### src/hdl/rhb_pkg.sv
package rhb_pkg;

	localparam int NBINS          = 64;
	localparam int LOG_TABLE_BITS = 8;
	localparam int LOG_TABLE_SIZE = 1 << LOG_TABLE_BITS;
	localparam int BIN_AW         = (NBINS > 1) ? $clog2(NBINS) : 1;
	localparam int CNT_W          = $clog2(NBINS + 1);

	localparam int FIX_W         = 32;
	localparam int FRAC_W        = 16;
	localparam int TOTAL_W       = 48;
	localparam int BIN_NUM_W     = 6;
	localparam int BIN_CNT_REG_W = 7;
	localparam int POS_W         = 5;
	localparam int EXP_W         = POS_W + 1;
	// signed offset domain: radius or log value minus signed origin
	localparam int DOM_W         = FIX_W + 2;
	localparam int PROD_W        = 2 * FIX_W;

	localparam int CFG_IDX_W  = 3;
	localparam int CFG_DATA_W = 32;

	localparam logic [TOTAL_W-1:0]       TOTAL_MAX       = '1;
	localparam logic [FIX_W-1:0]         ONE_UNIT        = 32'h0001_0000;
	localparam logic [FIX_W-1:0]         SCALE_RESET     = 32'h0001_0000;
	localparam logic [BIN_CNT_REG_W-1:0] BIN_COUNT_RESET = 7'd64;
	localparam logic [EXP_W-1:0]         EXP_BIAS        = 6'd16;

	localparam logic CMD_ADD  = 1'b0;
	localparam logic CMD_READ = 1'b1;

	typedef enum logic [CFG_IDX_W-1:0] {
		REG_LOG_MODE   = 3'd0,
		REG_USE_WEIGHT = 3'd1,
		REG_BIN_ORIGIN = 3'd2,
		REG_BIN_SCALE  = 3'd3,
		REG_BIN_COUNT  = 3'd4
	} cfg_reg_t;

	typedef enum logic [3:0] {
		S_IDLE,
		S_NORM,
		S_OFFSET,
		S_MUL,
		S_INDEX,
		S_ADD_RD,
		S_ADD_WR,
		S_RD_RD,
		S_RD_OUT
	} rhb_state_t;

	typedef struct packed {
		logic capture;
		logic norm_step;
		logic calc_offset;
		logic calc_mul;
		logic calc_index;
		logic ram_rd_add;
		logic ram_wr_add;
		logic ram_rd_read;
		logic out_load;
	} rhb_cmd_t;

	typedef struct packed {
		logic in_is_read;
		logic norm_done;
		logic out_free;
	} rhb_stat_t;

	typedef logic [FRAC_W-1:0] frac_tab_t [LOG_TABLE_SIZE];

	// log2(1 + i/2^bits) by repeated squaring of a Q1.30 mantissa
	function automatic frac_tab_t build_frac_tab();
		frac_tab_t          t;
		logic [63:0]        m;
		logic [FRAC_W-1:0]  r;
		for (int i = 0; i < LOG_TABLE_SIZE; i++) begin
			m = (64'd1 << 30) | (64'(i) << (30 - LOG_TABLE_BITS));
			r = '0;
			for (int k = 0; k < FRAC_W; k++) begin
				m = (m * m) >> 30;
				r = {r[FRAC_W-2:0], 1'b0};
				if (m >= (64'd1 << 31)) begin
					r[0] = 1'b1;
					m = m >> 1;
				end
			end
			t[i] = r;
		end
		return t;
	endfunction

	localparam frac_tab_t LOG_FRAC = build_frac_tab();

endpackage

### src/hdl/rhb_ctrl.sv
module rhb_ctrl import rhb_pkg::*; (
	input  logic      clk,
	input  logic      arst_n,
	input  logic      in_valid,
	output logic      in_ready,
	input  rhb_stat_t stat,
	output rhb_cmd_t  cmd
);

	rhb_state_t state_q;
	rhb_state_t state_d;

	always_ff @(posedge clk or negedge arst_n) begin
		if (!arst_n) begin
			state_q <= S_IDLE;
		end else begin
			state_q <= state_d;
		end
	end

	always_comb begin
		state_d  = state_q;
		cmd      = '0;
		in_ready = 1'b0;
		case (state_q)
			S_IDLE: begin
				in_ready = 1'b1;
				if (in_valid) begin
					cmd.capture = 1'b1;
					state_d = stat.in_is_read ? S_RD_RD : S_NORM;
				end
			end
			S_NORM: begin
				// one bit of leading-one search per cycle
				if (stat.norm_done) begin
					state_d = S_OFFSET;
				end else begin
					cmd.norm_step = 1'b1;
				end
			end
			S_OFFSET: begin
				cmd.calc_offset = 1'b1;
				state_d = S_MUL;
			end
			S_MUL: begin
				cmd.calc_mul = 1'b1;
				state_d = S_INDEX;
			end
			S_INDEX: begin
				cmd.calc_index = 1'b1;
				state_d = S_ADD_RD;
			end
			S_ADD_RD: begin
				cmd.ram_rd_add = 1'b1;
				state_d = S_ADD_WR;
			end
			S_ADD_WR: begin
				cmd.ram_wr_add = 1'b1;
				state_d = S_IDLE;
			end
			S_RD_RD: begin
				cmd.ram_rd_read = 1'b1;
				state_d = S_RD_OUT;
			end
			S_RD_OUT: begin
				if (stat.out_free) begin
					cmd.out_load = 1'b1;
					state_d = S_IDLE;
				end
			end
			default: begin
				state_d = S_IDLE;
			end
		endcase
	end

endmodule

### config.mk
export PLATFORM = sky130hd
export DESIGN_NAME = rhb_ctrl
export DESIGN_NICKNAME = d
export VERILOG_FILES = /design/src/hdl/rhb_pkg.sv /design/src/hdl/rhb_ctrl.sv
export SDC_FILE = /design/constraint.sdc
export NUM_CORES = 1
export LEC_CHECK = 0
export BUFFER_PORTS_ARGS = -buffer_cell sky130_fd_sc_hd__buf_4
export CORE_AREA = 2 2 39 41
export DETAILED_ROUTE_END_ITERATION = 10
export DIE_AREA = 0 0 41 43
export PLACE_DENSITY = 0.46
export RECOVER_POWER = 25
export SLEW_MARGIN = 10
export SYNTH_ARGS = -nofsm -noshare
export SYNTH_HDL_FRONTEND = slang
export SYNTH_SLANG_ARGS = --single-unit
### constraint.sdc
create_clock -name clk -period 2.7 [get_ports clk]
set_input_delay 0.135 -clock clk [delete_from_list [all_inputs] [get_ports clk]]
set_output_delay 0.135 -clock clk [all_outputs]
set_load 0.01 [all_outputs]
==> results of run 1 <==
==> cell families (layout without fill, tap and decap cells) <==
group,after synthesis,in the layout
flip-flops,4,4
buffers and inverters,6,21
AO/OA/AOI/OAI,8,8
multiplexers,1,1
AND/OR/NAND/NOR,20,20
==> how the worst max path moves through the flow <==
| stage | start | end | slack, ps | depth (start not counted) |
|---|---|---|---|---|
| 2_1_floorplan | state_q[0] | cmd[8] | 1320 | 3 |
| 3_3_place_gp | state_q[0] | cmd[7] | 1410 | 3 |
| 3_5_place_dp | state_q[1] | cmd[7] | 1390 | 3 |
| 4_1_cts | state_q[1] | cmd[7] | 1130 | 3 |
| 5_1_grt | state_q[0] | cmd[7] | 1050 | 3 |
| 6_report | state_q[0] | cmd[7] | 1140 | 3 |
==> critical path: stages (launching register included) <==
cell	delay, ps
dfrtp_1	490
or3b_1	410
nor3_1	150
buf_4	150
==> timing repair <==
item | 4_1_cts | 5_1_grt
hold buffers | 1 | 0
endpoints found under the hold margin | 4 | 0
setup buffers | 0 | 0
==> layer usage <==
layer | track usage [%] | up-vias
met4 | 4.00 | 0
met5 | 0 | -
li1 | - | 164
met3 | 6.28 | 0
met2 | 12.8 | 11
met1 | 14.2 | 152
==> power groups by stage <==
stage	Combinational, mW	Sequential (mW)	Clock (mW)
after CTS	0.263	0.148	0.0778
after detailed placement	0.262	0.149	0
after global placement	0.267	0.150	0
after global routing	0.290	0.157	0.0836
final	0.259	0.149	0.0754
after floorplan	0.239	0.0943	0
==> final cells by class <==
cell class / instances / area, µm²
timing repair buffer: 16 / 119
inverter: 2 / 7.51
tap: 16 / 20.0
clock buffer: 3 / 22.5
multi-input combinational: 29 / 176
fill: 167 / 938
sequential: 4 / 100
==> cell usage in the layout, fill, tap and decap left out, drive strengths merged <==
master and count:
a21o 1, a21oi 3, a41o 1, and2 1, and4 1, buf 14
clkbuf 4, dfrtp 4, dlygate4sd3 1, inv 2, mux2i 1, nand2 1
nand2b 2, nor2 7, nor3 4, nor3b 1, nor4 1, o211a 1
o21a 1, o21ai 1, or2b 1, or3b 1
==> stage by stage <==
step           setup slack [ps]  util (%)
2_1_floorplan              1320         -
4_1_cts                    1130      32.5
3_3_place_gp               1410      30.1
5_1_grt                    1050      32.2
3_5_place_dp               1390      30.1
6_report                   1140      32.2
==> impl_metrics.yaml, run 1 <==
synth:
  ys_types: 24
  synth_compound_area_share_pct: 18.9
  synthArstFlopShare_pct: 100
  synthCells: 39
  synthXorXnorAreaFrac_pct: 0
  synth_warnings: 0
  synth-adder-area-share_pct: 0
  synth.avg_cell_area_um2: 7.99
  synth_most_common_cell: "nor2_1"
  ys.flop_type: "dfrtp_1"
  synth_edf_count: 0
  synth_top_area_share_pct: 32.1
  synth_area_leader_cell: "dfrtp_1"
  synthTopCellsByArea: "dfrtp_1 (32%), nor2_1 (8.4%), nor3_1 (6.4%), nand2b_1 (4.0%), buf_6 (3.6%)"
  synth_seq_cells: 4
  seq_area_frac_synth_pct: 32.1
  synth_nets: 45
  synth_top_family_by_area: "simple AND/OR/NAND/NOR gates"
  syn_area_um2: 312
  ys_top_cells_by_count: "nor2_1 (7), dfrtp_1 (4), nor3_1 (4)"
  muxShareOfSynthArea_pct: 3.21
  synth-simple-area-share_pct: 34.5
layout:
  syn2layout_area_growth_pct: 43.0
  final_cell_area_um2: 445
  antenna_cells: 0
  largestRegisters: "state_q x4"
  stdcell_count: 70
  top_register: "state_q"
  fin_nets: 62
  drive_gt1_share_pct: 33.3
  largest_reg_flops: 4
place:
  dp_cells: 66
  post_dp_cell_area_um2: 417
  portBuffers: 15
  place_congestion: 0.727
  dpl.hpwl_um: 597
detailed_routing:
  num_vias: 327
  drt-wirelength-per-cell_um: 10.9
  postRouteAntennaNets: 0
  top_layer_used: "met3"
  viasPerCell: 4.67
  drt_iter0_markers: 4
  dr_wl_met3_um: 66
  post-route-drc-count: 0
  met1Wirelength_um: 371
  dr.pass1.iters: 3
  dr_wl_met2_um: 327
  routed_wirelength_um: 765
pwr:
  p_per_area_nw_per_um2: 1090
  p_sw_mw: 0.208
  ir_worst_vdd_mv: 0.481
  p_seq_share_pct: 30.8
  p_leak_nw: 0.228
  combPwrFrac_pct: 53.6
  total_power_mw: 0.483
  internal_power_mw: 0.276
  swShare_pct: 42.9
  clock_power_share_pct: 15.6
run_status:
  outcome: "finished clean"
worst_setup_path:
  end_kind: "output port"
  worstPathMaxFanout: 10
  cp.required_ps: 2570
  timing.rr.end: "state_q[0]"
  startpoint_type: "flip-flop"
  reg2reg_depth: 3
  crit_type: "reg2out"
  worst_ep_arrival_time_ps: 1430
  reg2reg_slack_ps: 1400
  r2r_start: "state_q[0]"
timing:
  relSlewSlack_pct: 78.5
  post-route-period-util_pct: 57.9
  hold_viol_final: 0
  slew_violations: 0
  finClkSkew_ps: 2.65
  rsz0062_at_grt: "no"
  fmax_mhz: 640
  period_minus_slack_ps: 1560
  holdWs_ps: 252
  setup_viol: 0
  finalSetupTns_ps: 0
  worst_pin_slew_ps: 322
cts:
  clockBufferDepth: 2
  cts_root_buf: "clkbuf_4"
  cts_buffers: 3
  cts.clk_slew.worst_paths_ps: 30
  clk_latency_ps: 240
  cts.repair.resized: 0
  htree_levels: 1
  cts_tree: "yes"
  clkSinkCount: 4
die:
  dieArea_um2: 1760
  rows: 14
  start_util_pct: 22.5
  ios: 16
  die_height_um: 43
  die_w_um: 41
  core_area_um2: 1380
grt:
  grt_max_degree: 12
  track_usage_pct: 10.4
  gr-total-overflow: 0
  antenna_found_initial: 0
  grt_pass1_vias: 296
  grt_pass1_wl_um: 1240
worst_hold_path:
  min_to: "state_q[0]"
  hold_class: "in2reg"
  worstHoldStart: "in_valid"
  hold_depth: 3
run:
  maxCapViolCount: 0
Power figures use the tool's default switching activity.
==> run 2, diff against run 1 <==
Clock period 2.7 ns to 1.45 ns, I/O delays scaled along.
==> run 2 against run 1 <==
Effect of this change: wire length grew 3.0%; hold slack worse by 72 ps; worst setup slack lost 1100 ps; via count grew 0.61%; critical path depth unchanged; first-iteration DRC count is 25% higher; design area grew 13%; register-to-register slack got worse by 1200 ps; critical path type unchanged; largest power group unchanged; highest routed layer unchanged.
==> impl_metrics.yaml, run 2 (synthesized netlist as in run 1, its figures left out) <==
run_status:
  outcome: "finished clean"
timing:
  rsz0062_at_grt: "yes"
  finClkSkew_ps: 1.61
  slew_violations: 0
  hold_viol_final: 0
  fmax_mhz: 716
  post-route-period-util_pct: 96.3
  worst_pin_slew_ps: 311
  holdWs_ps: 180
  worst_slack_ps: 53.9
  setup_viol: 0
  relSlewSlack_pct: 79.3
  period_minus_slack_ps: 1400
  finalSetupTns_ps: 0
die:
  rows: 14
  dieArea_um2: 1760
  core_area_um2: 1380
  ios: 16
  die_height_um: 43
  start_util_pct: 22.5
  die_w_um: 41
pwr:
  combPwrFrac_pct: 59.6
  total_power_mw: 1.02
  ir_worst_vdd_mv: 0.922
  swShare_pct: 42.2
  clock_power_share_pct: 13.6
  p_sw_mw: 0.430
  p_leak_nw: 0.245
  p_per_area_nw_per_um2: 2030
  internal_power_mw: 0.588
  p_seq_share_pct: 26.8
worst_hold_path:
  hold_class: "in2reg"
  worstHoldStart: "in_valid"
  min_to: "state_q[0]"
  hold_depth: 3
detailed_routing:
  post-route-drc-count: 0
  drt_iter0_markers: 5
  postRouteAntennaNets: 0
  routed_wirelength_um: 788
  dr.pass1.iters: 2
  num_vias: 329
  drt-wirelength-per-cell_um: 10.8
  viasPerCell: 4.51
cts:
  cts.clk_slew.worst_paths_ps: 30
  clk_latency_ps: 240
  clockBufferDepth: 2
  clkSinkCount: 4
  cts_tree: "yes"
  cts_root_buf: "clkbuf_4"
  htree_levels: 1
  cts_buffers: 3
grt:
  grt_pass1_vias: 281
  grt_max_degree: 12
  track_usage_pct: 10.3
  antenna_found_initial: 0
  gr-total-overflow: 0
  grt_pass1_wl_um: 1170
worst_setup_path:
  startpoint_type: "flip-flop"
  cpPeakStageDelay_ps: 430
  reg2reg_depth: 3
  timing.rr.end: "state_q[0]"
  r2r_start: "state_q[0]"
  startpoint: "state_q[0]"
  crit_type: "reg2out"
  end_kind: "output port"
  worst_ep_arrival_time_ps: 1320
  worstPathMaxFanout: 8
  cp.required_ps: 1380
  reg2reg_slack_ps: 200
  worstPathCellList: "or3b_4 > nor3_4 > buf_6"
  slowest_stage: "dfrtp_2"
layout:
  final_common_cell: "buf_4"
  drive_gt1_share_pct: 49.1
  final_cell_area_um2: 502
  largestRegisters: "state_q x4"
  fin_nets: 65
  syn2layout_area_growth_pct: 61.0
  top_register: "state_q"
  fill_cells: 143
  antenna_cells: 0
  largest_reg_flops: 4
  layout_common_cells: "buf_4 (16), nor2_1 (6), nor3_1 (3), clkbuf_4 (3)"
place:
  post_dp_cell_area_um2: 439
  place_ws_ps: 228
  portBuffers: 15
  place_congestion: 0.702
  dpl.hpwl_um: 612
run:
  maxCapViolCount: 0
-- run 2: worst max path at each step --
stage                      end  slack [ps]  cells past startpoint
floorplan               cmd[8]         140                      3
detailed placement  state_q[0]         230                      3
finish                  cmd[7]          50                      3
CTS                     cmd[7]          30                      3
global placement    state_q[0]         250                      3
global route            cmd[7]         -10                      3
-- run 2: area by class of cell --
class / instances / area [µm²] / share of cell area, %
multi-input cells: 29 / 204 / 40.6
inverters: 2 / 7.51 / 1.50
well taps: 16 / 20.0 / 3.99
clock buffers: 3 / 22.5 / 4.49
flip-flops and latches: 4 / 103 / 20.4
repair buffers: 19 / 145 / 28.9
-- run 2: what timing repair did --
item                                    CTS  global route
setup buffers                             0             0
hold endpoints to repair                  4             0
hold buffers                              1             0
endpoints found under the setup margin    0             4
resized for setup                         0             9
-- run 2: critical path, delay by kind of cell (launching register included) --
| kind | cells | cell delay (ps) |
|---|---|---|
| buffers and inverters | 1 | 120 |
| flip-flops | 1 | 430 |
| AND/OR/NAND/NOR | 2 | 540 |
-- run 2: per-layer routing --
metal  wire [µm]  share of wire (%)  up-vias  GRT usage (%)
met1         376                 48      149           14.2
met3          74                9.4        0           7.85
met2         336                 43       10           12.5
met4           0                  0        0           2.00
li1            -                  -      170              -
met5           0                  0        -              0
-- run 2: stage by stage --
stage | utilization, % | std cells
floorplan | - | 39
global placement | 31.7 | 69
detailed placement | 31.7 | 69
CTS | 34.1 | 73
global route | 36.3 | 73
finish | 36.3 | 73
-- run 2: power groups by stage --
stage	registers [mW]	logic [mW]	clock network, mW
2_1_floorplan	0.176	0.446	0
3_3_place_gp	0.246	0.580	0
3_5_place_dp	0.246	0.570	0
4_1_cts	0.244	0.574	0.143
5_1_grt	0.282	0.676	0.156
6_report	0.273	0.607	0.138
